[src/rtl/core/mcr_pkg.sv]
// Shared constants and types for the menu cursor key-repeat block.
`default_nettype none

package mcr_pkg;

    // Largest list length that the cursor logic honours.
    localparam logic [7:0] LIST_LIMIT = 8'd255;

    // Configuration register indexes.
    localparam logic [2:0] CFG_ENTRY_COUNT   = 3'd0;
    localparam logic [2:0] CFG_INITIAL_DELAY = 3'd1;
    localparam logic [2:0] CFG_REPEAT_DELAY  = 3'd2;
    localparam logic [2:0] CFG_PAGE_STEP     = 3'd3;
    localparam logic [2:0] CFG_VISIBLE_LINES = 3'd4;

    // Configuration reset values.
    localparam logic [7:0] RST_ENTRY_COUNT   = 8'd0;
    localparam logic [7:0] RST_INITIAL_DELAY = 8'd14;
    localparam logic [7:0] RST_REPEAT_DELAY  = 8'd2;
    localparam logic [7:0] RST_PAGE_STEP     = 8'd11;
    localparam logic [7:0] RST_VISIBLE_LINES = 8'd12;

    // Direction bit positions.
    localparam int DIR_UP    = 0;
    localparam int DIR_DOWN  = 1;
    localparam int DIR_LEFT  = 2;
    localparam int DIR_RIGHT = 3;

    // Configuration bundle handed to the working modules.
    typedef struct packed {
        logic [7:0] entry_count;
        logic [7:0] initial_delay;
        logic [7:0] repeat_delay;
        logic [7:0] page_step;
        logic [7:0] visible_lines;
    } mcr_cfg_t;

    // Result of the cursor update for one beat.
    typedef struct packed {
        logic [7:0] cursor_line;
        logic [7:0] top_line;
        logic       preview_cancel;
    } mcr_result_t;

endpackage

`default_nettype wire

[src/rtl/core/mcr_repeat.sv]
// Per-direction auto-repeat counters and their fire decisions.
`default_nettype none

module mcr_repeat
    import mcr_pkg::*;
(
    input  wire logic       clk,
    input  wire logic       rst_n,
    input  wire logic       advance,
    input  wire logic [3:0] levels,
    input  wire mcr_cfg_t   cfg,
    output logic      [3:0] fire
);

    logic [3:0] last_levels_reg;
    logic [3:0] last_levels_next;
    logic [7:0] count_reg [4];
    logic [7:0] count_next [4];
    logic [7:0] limit_reg [4];
    logic [7:0] limit_next [4];

    // Edge detection, counter update and fire decision for each direction.
    always_comb
    begin
        logic [3:0] edges;
        logic [7:0] cnt;
        logic [7:0] lim;
        edges = levels ^ last_levels_reg;
        last_levels_next = levels;
        for (int d = 0; d < 4; d++)
        begin
            cnt = count_reg[d];
            lim = limit_reg[d];
            if (edges[d])
            begin
                cnt = 8'd0;
                lim = cfg.initial_delay;
            end
            if (levels[d])
            begin
                cnt = cnt + 8'd1;
                if (cnt > lim)
                begin
                    cnt = 8'd1;
                    lim = cfg.repeat_delay;
                end
            end
            count_next[d] = cnt;
            limit_next[d] = lim;
            fire[d] = (cnt == 8'd1);
        end
    end

    // State advances only when a beat moves through the update stage.
    always_ff @(posedge clk or negedge rst_n)
    begin
        if (!rst_n)
        begin
            last_levels_reg <= 4'd0;
            for (int d = 0; d < 4; d++)
            begin
                count_reg[d] <= 8'd0;
                limit_reg[d] <= 8'd0;
            end
        end
        else if (advance)
        begin
            last_levels_reg <= last_levels_next;
            for (int d = 0; d < 4; d++)
            begin
                count_reg[d] <= count_next[d];
                limit_reg[d] <= limit_next[d];
            end
        end
    end

endmodule

`default_nettype wire

[src/rtl/core/mcr_cursor.sv]
// Cursor movement, list clamping and scroll window tracking.
`default_nettype none

module mcr_cursor
    import mcr_pkg::*;
(
    input  wire logic       clk,
    input  wire logic       rst_n,
    input  wire logic       advance,
    input  wire logic [3:0] fire,
    input  wire logic       clear,
    input  wire mcr_cfg_t   cfg,
    output mcr_result_t     result
);

    logic [7:0] cursor_reg;
    logic [7:0] cursor_next;
    logic [7:0] top_reg;
    logic [7:0] top_next;

    // Apply up, down, right and left in that order, then follow with the window.
    always_comb
    begin
        logic [7:0] n;
        logic [8:0] last;
        logic [8:0] cur;
        logic [8:0] vis;
        logic [8:0] top;
        logic       cancel;
        n = (cfg.entry_count > LIST_LIMIT) ? LIST_LIMIT : cfg.entry_count;
        last = {1'b0, n} - 9'd1;
        cur = {1'b0, cursor_reg};
        cancel = 1'b0;

        if (fire[DIR_UP] && cur != 9'd0)
        begin
            cur = cur - 9'd1;
            cancel = 1'b1;
        end
        if (fire[DIR_DOWN] && n != 8'd0 && cur < last)
        begin
            cur = cur + 9'd1;
            cancel = 1'b1;
        end
        if (fire[DIR_RIGHT])
        begin
            cancel = 1'b1;
            if (n == 8'd0)
                cur = 9'd0;
            else
            begin
                cur = cur + {1'b0, cfg.page_step};
                if (cur > last)
                    cur = last;
            end
        end
        if (fire[DIR_LEFT])
        begin
            cancel = 1'b1;
            if (n == 8'd0 || cur < {1'b0, cfg.page_step})
                cur = 9'd0;
            else
            begin
                cur = cur - {1'b0, cfg.page_step};
                if (cur > last)
                    cur = 9'd0;
            end
        end

        // A window of zero lines behaves as a single line.
        vis = (cfg.visible_lines == 8'd0) ? 9'd1 : {1'b0, cfg.visible_lines};
        top = {1'b0, top_reg};
        if (cur < top)
            top = cur;
        else if (cur >= top + vis)
            top = cur - (vis - 9'd1);

        if (clear)
        begin
            cur = 9'd0;
            top = 9'd0;
        end

        cursor_next = cur[7:0];
        top_next = top[7:0];
        result.cursor_line = cur[7:0];
        result.top_line = top[7:0];
        result.preview_cancel = cancel;
    end

    // Cursor and top line advance together with the beat.
    always_ff @(posedge clk or negedge rst_n)
    begin
        if (!rst_n)
        begin
            cursor_reg <= 8'd0;
            top_reg <= 8'd0;
        end
        else if (advance)
        begin
            cursor_reg <= cursor_next;
            top_reg <= top_next;
        end
    end

endmodule

`default_nettype wire

[src/rtl/core/menu_cursor_key_repeat.sv]
// Top level of the menu cursor key-repeat block with stream ports.
`default_nettype none

// Menu cursor with per-direction auto-repeat. Each input beat is one frame
// tick carrying four direction levels and a clear flag; each produces exactly
// one output beat with the cursor line, the top line of the scroll window and
// a preview-cancel flag. A beat is captured in an input register at the edge
// that accepts it, passes through the repeat counters and cursor logic into
// the output register once that register is free or being emptied, and
// leaves when the output side is not stalled. One beat is accepted every
// cycle while the output side is not stalled; the counter and cursor logic
// between the two registers is combinational. Input is taken while a
// finished result waits if the input register is empty. Configuration must
// be written only while no beat is in flight; the block does not enforce it.

module menu_cursor_key_repeat
    import mcr_pkg::*;
(
    input  wire logic        clk,
    input  wire logic        rst_n,
    // Configuration write port.
    input  wire logic        cfg_wr_en,
    input  wire logic [2:0]  cfg_index,
    input  wire logic [7:0]  cfg_data,
    // Input stream.
    input  wire logic        s_tvalid,
    output logic             s_tready,
    // [0] up_held, [1] down_held, [2] left_held, [3] right_held,
    // [4] clear_cursor, [7:5] zero
    input  wire logic [7:0]  s_tdata,
    // Output stream.
    output logic             m_tvalid,
    input  wire logic        m_tready,
    // [7:0] cursor_line, [15:8] top_line, [16] preview_cancel, [23:17] zero
    output logic [23:0]      m_tdata
);

    mcr_cfg_t    cfg_reg;
    logic        in_valid_reg;
    logic [4:0]  in_data_reg;
    logic        out_valid_reg;
    mcr_result_t out_data_reg;
    logic        advance;
    logic [3:0]  fire;
    mcr_result_t result;

    // Configuration registers.
    always_ff @(posedge clk or negedge rst_n)
    begin
        if (!rst_n)
        begin
            cfg_reg.entry_count   <= RST_ENTRY_COUNT;
            cfg_reg.initial_delay <= RST_INITIAL_DELAY;
            cfg_reg.repeat_delay  <= RST_REPEAT_DELAY;
            cfg_reg.page_step     <= RST_PAGE_STEP;
            cfg_reg.visible_lines <= RST_VISIBLE_LINES;
        end
        else if (cfg_wr_en)
        begin
            case (cfg_index)
                CFG_ENTRY_COUNT:   cfg_reg.entry_count   <= cfg_data;
                CFG_INITIAL_DELAY: cfg_reg.initial_delay <= cfg_data;
                CFG_REPEAT_DELAY:  cfg_reg.repeat_delay  <= cfg_data;
                CFG_PAGE_STEP:     cfg_reg.page_step     <= cfg_data;
                CFG_VISIBLE_LINES: cfg_reg.visible_lines <= cfg_data;
                default:           ;
            endcase
        end
    end

    // A beat moves on when the output register is free or being emptied.
    assign advance  = in_valid_reg && (!out_valid_reg || m_tready);
    assign s_tready = !in_valid_reg || advance;

    // Input register.
    always_ff @(posedge clk or negedge rst_n)
    begin
        if (!rst_n)
            in_valid_reg <= 1'b0;
        else if (s_tready)
            in_valid_reg <= s_tvalid;
    end

    always_ff @(posedge clk)
    begin
        if (s_tready && s_tvalid)
            in_data_reg <= s_tdata[4:0];
    end

    mcr_repeat u_repeat (
        .clk     (clk),
        .rst_n   (rst_n),
        .advance (advance),
        .levels  (in_data_reg[3:0]),
        .cfg     (cfg_reg),
        .fire    (fire)
    );

    mcr_cursor u_cursor (
        .clk     (clk),
        .rst_n   (rst_n),
        .advance (advance),
        .fire    (fire),
        .clear   (in_data_reg[4]),
        .cfg     (cfg_reg),
        .result  (result)
    );

    // Output register.
    always_ff @(posedge clk or negedge rst_n)
    begin
        if (!rst_n)
            out_valid_reg <= 1'b0;
        else if (advance)
            out_valid_reg <= 1'b1;
        else if (m_tready)
            out_valid_reg <= 1'b0;
    end

    always_ff @(posedge clk)
    begin
        if (advance)
            out_data_reg <= result;
    end

    assign m_tvalid = out_valid_reg;
    assign m_tdata  = {7'd0, out_data_reg.preview_cancel,
                       out_data_reg.top_line, out_data_reg.cursor_line};

endmodule

`default_nettype wire

[config.mk]
export PLATFORM = sky130hd
export DESIGN_NAME = menu_cursor_key_repeat
export DESIGN_NICKNAME = d
export VERILOG_FILES = /design/src/rtl/core/mcr_pkg.sv /design/src/rtl/core/mcr_repeat.sv /design/src/rtl/core/mcr_cursor.sv /design/src/rtl/core/menu_cursor_key_repeat.sv
export SDC_FILE = /design/constraint.sdc
export NUM_CORES = 1
export LEC_CHECK = 0
export BUFFER_PORTS_ARGS = -buffer_cell sky130_fd_sc_hd__buf_2
export CAP_MARGIN = 20
export CORE_ASPECT_RATIO = 2
export CORE_UTILIZATION = 50
export DETAILED_ROUTE_END_ITERATION = 12
export HOLD_SLACK_MARGIN = 0.05
export PLACE_DENSITY = 0.78
export SYNTH_ARGS = -nofsm -noshare
export SYNTH_HDL_FRONTEND = slang
export SYNTH_SLANG_ARGS = --single-unit
export TNS_END_PERCENT = 20
[constraint.sdc]
create_clock -name clk -period 39 [get_ports clk]
set_input_delay 3.9 -clock clk [delete_from_list [all_inputs] [get_ports clk]]
set_output_delay 3.9 -clock clk [all_outputs]
set_load 0.02 [all_outputs]
==> run summary, run 1 <==
Fraction of final layout cells with drive strength greater than 1 - 0.1156
Worst-margin pin slew - 1.064 ns
Final Net Count - 1475
Vias in the first global route - 9813
Endpoints failing hold - 0
Vias per inst - 6.023
Overall die height - 217.3 µm
TNS Setup - 0 ns
Area of the core - 0.02274 mm²
Vias after detailed routing - 9763
Top_reg_cell synth - dfrtp_1
Area of the die - 0.02382 mm²
Fillers - 2028
Asr flop ratio synth - 0.8514
Clock latency on the worst-skew pair - 0.45 ns
Max-cap viol count - 0
Required time worst endpoint - 39.26 ns
Crit path buf inv count - 3
Pins over their slew limit - 0
Kind of cell with the highest combined delay on the critical path - compound AO/OA/AOI/OAI gates
PortBufs - 39
Worst Setup Path Type - register to register
Clock tree from TritonCTS - yes
Commonest cells after routing, fill and taps aside - nand2_1 (178), o21ai_0 (122), ha_1 (119)
Final cell count without fillers - 1621
Run status - finished clean
Minimum period implied by the final worst setup slack - 16.55 ns
Final setup vio count - 0
Number of buffers on the longest clock path - 2
CTS Hold Bufs - 0
Number of synthesis warnings - 0
Mean post-synth cell area - 8.796 µm²
Area growth from synthesis to layout - 8.014%
Final standard cell utilization of the core - 0.5503
Worst Hold Class - register to register
Root buffer cell - clkbuf_16
Seq cells post-synth - 148
Initial standard-cell utilization of the core - 0.5095
Wire length of the first global-routing pass - 49.84 mm
Maximum fanout along the worst path - 19
Unrepaired setup endpoints after global routing - false
Maximum number of pins on one net before global-route repair - 79
Final period utilization - 0.4245
Avg WL per Cell - 19.20 µm
Post-detailed-route count of antenna-violating nets - 0
Number of buffers inserted to repair setup after CTS - 0
Number of antenna violations at the first check in global routing - 0
Cell type of the slowest stage on the worst timing path - xnor2_1
Clock sink count - 148
DRC - 0
Number of flip-flops under the largest register name - 40
Overall Global Routing Usage - 0.2779
Aggregate routed wire length - 31.12 mm
Clock-pin slew of the registers on the worst-case setup and hold paths - 0.07 ns
Placed wire-length estimate - 23.77 mm
CTS Buf Count - 17
Combined area of all synthesized cells - 0.01158 mm²
Num rows - 78
Final worst setup slack - 22.45 ns
TritonRoute pass-1 iters - 5
Overall overflow remaining after global route - 0
Clock skew - 0.01404 ns
Critical Path AT - 16.81 ns
Max transition margin - 0.2844
Number of placed cells counting well taps - 1588
Slowest cell delay on critical path - 0.81 ns
H-Tree Level Count - 4
Diodes inserted - 0
Critical path startpoint category - register
Crit. End Element - register
Cell with the most instances on the worst path - ha_1
Maximum clock frequency - 60.41 MHz
Number of flops mapped to enable cells by yosys - 22
Distinct cell type count after synthesis - 79
Pre-CTS setup slack - 22.67 ns
Leading cell type in the layout, fill and taps excluded - nand2_1
Die extent in x - 109.6 µm
Initial DRC count - 532
Share of synthesized area occupied by flip-flops and latches - 0.3302
Synthesized instance count - 1317
Weighted congestion reported at the end of routability-driven placement - 0.9286
Total of cells resized after clock tree synthesis - 0
Number of primary I/O pins - 50
cell usage after synthesis (4+ instances only):
cell type / instances / area share
or2_2: 5 / 0.0027
buf_4: 8 / 0.0052
or4_1: 4 / 0.0026
nand4_1: 14 / 0.0076
nor4_1: 10 / 0.0054
and3_1: 12 / 0.0065
nand3_1: 34 / 0.015
a21o_1: 16 / 0.010
o31ai_1: 14 / 0.0091
o22ai_1: 7 / 0.0038
o21ai_1: 5 / 0.0022
a22o_1: 21 / 0.016
o31a_1: 5 / 0.0038
dfstp_2: 9 / 0.020
nor3_1: 29 / 0.013
xor2_1: 30 / 0.023
inv_1: 58 / 0.019
nor2_1: 84 / 0.027
nand2b_1: 10 / 0.0054
o21ai_0: 122 / 0.053
and2_1: 14 / 0.0076
mux2i_1: 41 / 0.035
nor2b_1: 11 / 0.0059
o21a_1: 11 / 0.0071
fa_1: 4 / 0.0069
xnor2_1: 45 / 0.034
dfrtp_1: 117 / 0.25
edfxtp_1: 22 / 0.057
o21bai_1: 10 / 0.0065
clkbuf_1: 52 / 0.017
nand2_1: 179 / 0.058
ha_1: 119 / 0.13
a21oi_1: 63 / 0.027
o211ai_1: 6 / 0.0039
a22oi_1: 7 / 0.0045
or3_1: 7 / 0.0038
nor3b_1: 4 / 0.0026
mux2_2: 42 / 0.041
and4_1: 6 / 0.0045
cell families after synthesis:
group           count (synthesis)  share of synthesized area
other cells                     1                  0.0003237
flops                         148                     0.3302
xor+xnor                       75                    0.05670
fa+ha+maj                     123                     0.1354
buf+inv                       126                    0.04450
compound gates                323                     0.1783
simple gates                  438                     0.1783
mux                            83                    0.07625
per-stage QoR:
step / area [µm²] / hold slack (ns)
after CTS: 12510 / 0.4835
after floorplan: 11610 / 0.4492
final: 12510 / 0.4787
after global routing: 12510 / 0.4981
after detailed placement: 11960 / 0.4700
after global placement: 11960 / 0.4611
worst reg2reg max path: cells and delay by family, from the launching register on:
family | cells | cell delay [ns]
compound gates | 27 | 6.19
xor+xnor | 7 | 2.14
fa+ha+maj | 12 | 3.68
buf+inv | 3 | 0.16
flops | 1 | 0.54
simple gates | 19 | 3.64
cell type report:
| class | count | area [µm²] | share of cell area |
|---|---|---|---|
| Multi-Input combinational cell | 1050 | 7273 | 0.5812 |
| Sequential cell | 148 | 3825 | 0.3057 |
| Clock buffer | 17 | 425.4 | 0.03400 |
| Tap cell | 280 | 350.3 | 0.02800 |
| Timing Repair Buffer | 53 | 300.3 | 0.02400 |
| Inverter | 58 | 217.7 | 0.01740 |
| Clock inverter | 15 | 121.4 | 0.009699 |
path summary, 6_finish.rpt:
kind / startpoint / endpoint / slack, ns / depth (start not counted)
setup / recovery: in_data_reg[0]$_DFFE_PP_ / m_tdata[15]$_DFFE_PP_ / 22.45 / 68
hold / removal: u_repeat.limit_reg[7]$_DFFE_PN0P_ / u_repeat.limit_reg[7]$_DFFE_PN0P_ / 0.48 / 2
setup reg to reg: in_data_reg[0]$_DFFE_PP_ / m_tdata[15]$_DFFE_PP_ / 22.45 / 68
hold reg to reg: u_repeat.limit_reg[7]$_DFFE_PN0P_ / u_repeat.limit_reg[7]$_DFFE_PN0P_ / 0.48 / 2
max in group asynchronous: rst_n / u_cursor.top_reg[2]$_DFFE_PN0P_ / 34.03 / 2
min in group asynchronous: rst_n / u_repeat.count_reg[25]$_DFFE_PN0P_ / 3.48 / 1
metal layers:
layer / vias to the layer above / global-route usage / routed length [µm]
li1: 4734 / - / -
met1: 4609 / 0.2781 / 10770
met2: 293 / 0.4922 / 16290
met3: 127 / 0.03744 / 1209
met4: 0 / 0.2351 / 2840
met5: - / 0 / 0
Power of run 1 is left out: the tool's default activity adds up to more than one toggle a clock period on the data nets, which glitch-free logic cannot reach.
==> run 2, diff against run 1 <==
Settings changed: PLACE_DENSITY 0.78 to 0.8.
Clock period 39 ns to 14.2 ns, I/O delays scaled along.
==> run 2 against run 1 <==
  * Global-route usage up 0.94 points
  * Flip-flop and latch count unchanged
  * Clock skew down 0.0021 ns
  * Fmax up 22%
  * Clock-buffer cell count up 6
  * Routed wire length up 5.0%
  * First-iteration DRC count down 8.6%
  * Sequential share of layout area down 1.0 points
  * Register-to-register slack worse by 22 ns
==> run summary, run 2 (synthesized netlist as in run 1, its figures left out) <==
Number of placed cells counting well taps - 1614
Clock sink count - 148
Number of flip-flops under the largest register name - 40
Unrepaired setup endpoints after global routing - true
Area of the die - 0.02382 mm²
Worst Setup Path Type - register to register
Initial standard-cell utilization of the core - 0.5095
Critical Path AT - 13.73 ns
Number of buffers on the longest clock path - 2
Crit. End Element - register
Final Net Count - 1506
Minimum period implied by the final worst setup slack - 13.54 ns
Final cell count without fillers - 1652
Area growth from synthesis to layout - 11.74%
Fraction of final layout cells with drive strength greater than 1 - 0.1538
Number of antenna violations at the first check in global routing - 0
Critical path startpoint category - register
Vias after detailed routing - 10230
CTS Buf Count - 17
Placed wire-length estimate - 24.61 mm
Worst-margin pin slew - 0.9959 ns
Leading cell type in the layout, fill and taps excluded - nand2_1
Maximum number of pins on one net before global-route repair - 67
Diodes inserted - 0
Num rows - 78
Overall die height - 217.3 µm
Worst Hold Class - register to register
Grt met1 use - 0.2832
Commonest cells after routing, fill and taps aside - nand2_1 (178), o21ai_0 (119), ha_1 (117)
Pins over their slew limit - 0
WHS Path Cells - 2
Cell type of the slowest stage on the worst timing path - or3_4
Post-placement cell area - 0.01216 mm²
Number of primary I/O pins - 50
Endpoints failing hold - 0
Overall Global Routing Usage - 0.2873
Vias in the first global route - 10160
Maximum fanout along the worst path - 15
DRC - 0
Weighted congestion reported at the end of routability-driven placement - 0.9714
Slowest cell delay on critical path - 0.44 ns
Clock skew - 0.01195 ns
Routing usage on met3 - 0.04043
Met2 demand-to-capacity share in global routing - 0.5080
Aggregate routed wire length - 32.68 mm
Maximum clock frequency - 73.83 MHz
Clock latency on the worst-skew pair - 0.44 ns
Clock tree from TritonCTS - yes
Worst R2R Setup Slack - 0.66 ns
End point of the most critical hold path - u_repeat.limit_reg[20]$_DFFE_PN0P_
Most Crowded Layer GR - met2
Pre-CTS setup slack - -0.05470 ns
Post-route cell area - 0.01294 mm²
Area of the core - 0.02274 mm²
Clock-pin slew of the registers on the worst-case setup and hold paths - 0.06 ns
Max transition margin - 0.3316
Capture instance of the worst register-to-register path - m_tdata[14]$_DFFE_PP_
Wire length of the first global-routing pass - 51.64 mm
Root buffer cell - clkbuf_16
Final worst setup slack - 0.6558 ns
Max-cap viol count - 0
Die extent in x - 109.6 µm
Final setup vio count - 0
Overall overflow remaining after global route - 0
Initial DRC count - 486
PortBufs - 39
Avg WL per Cell - 19.78 µm
Start of the worst register-to-register path - in_data_reg[0]$_DFFE_PP_
Required time worst endpoint - 14.39 ns
Worst hold path startpoint - u_repeat.limit_reg[20]$_DFFE_PN0P_
Depth of the worst register-to-register path - 71
Cell with the most instances on the worst path - ha_1
Post-detailed-route count of antenna-violating nets - 0
TritonRoute pass-1 iters - 5
Final period utilization - 0.9538
Run status - finished clean
H-Tree Level Count - 4
Vias per inst - 6.194
==> run 2: worst max path at each step <==
| stage | from | cells past startpoint | slack, ns | endpoint |
|---|---|---|---|---|
| global placement | in_data_reg[0]$_DFFE_PP_ | 69 | 0.20 | u_cursor.top_reg[7]$_DFFE_PN0P_ |
| detailed placement | in_data_reg[0]$_DFFE_PP_ | 68 | -0.05 | u_cursor.top_reg[7]$_DFFE_PN0P_ |
| floorplan | in_data_reg[0]$_DFFE_PP_ | 72 | 0.41 | u_cursor.top_reg[7]$_DFFE_PN0P_ |
| finish | in_data_reg[0]$_DFFE_PP_ | 71 | 0.66 | m_tdata[14]$_DFFE_PP_ |
| CTS | in_data_reg[0]$_DFFE_PP_ | 68 | 0.03 | u_cursor.top_reg[7]$_DFFE_PN0P_ |
| global route | in_data_reg[0]$_DFFE_PP_ | 71 | -0.06 | u_cursor.top_reg[7]$_DFFE_PN0P_ |
==> run 2: metrics by stage <==
step                  util  TNS [ns]  hold slack [ns]
floorplan                -         0           0.4492
finish              0.5693         0           0.4835
detailed placement  0.5346  -0.07215           0.4697
global route        0.5693   -0.1427           0.5217
global placement    0.5346         0           0.4611
CTS                 0.5614         0           0.4846
==> run 2: repair_timing <==
action / in CTS / in global routing
endpoints found under the setup margin: 2 / 16
pin swaps: 0 / 11
gates resized for setup: 3 / 32
hold buffers: 0 / 0
setup buffers: 0 / 6
==> run 2: final cells by class <==
cell class | count | area [µm²]
fillers | 1942 | 9794
multi-input cells | 1050 | 7416
flip-flops and latches | 148 | 3826
repair buffers | 84 | 535.5
clock buffers | 23 | 479.2
well taps | 280 | 350.3
inverters | 58 | 217.7
clock inverters | 9 | 120.1
==> run 2: worst max-delay path: cells and delay by family, from the launching register on <==
kind	cells	cell delay [ns]
buffers and inverters	7	0.79
multiplexers	1	0.23
AO/OA/AOI/OAI	27	5.02
flip-flops	1	0.42
AND/OR/NAND/NOR	20	2.77
XOR/XNOR	6	1.25
adder cells (fa/ha/maj)	10	2.79
==> run 2: metal layers <==
| layer | vias to the layer above | part of all wire |
|---|---|---|
| met3 | 172 | 0.037 |
| met5 | - | 0 |
| li1 | 4790 | - |
| met4 | 0 | 0.096 |
| met1 | 4883 | 0.34 |
| met2 | 388 | 0.53 |
Power of run 2 is left out for the same reason.
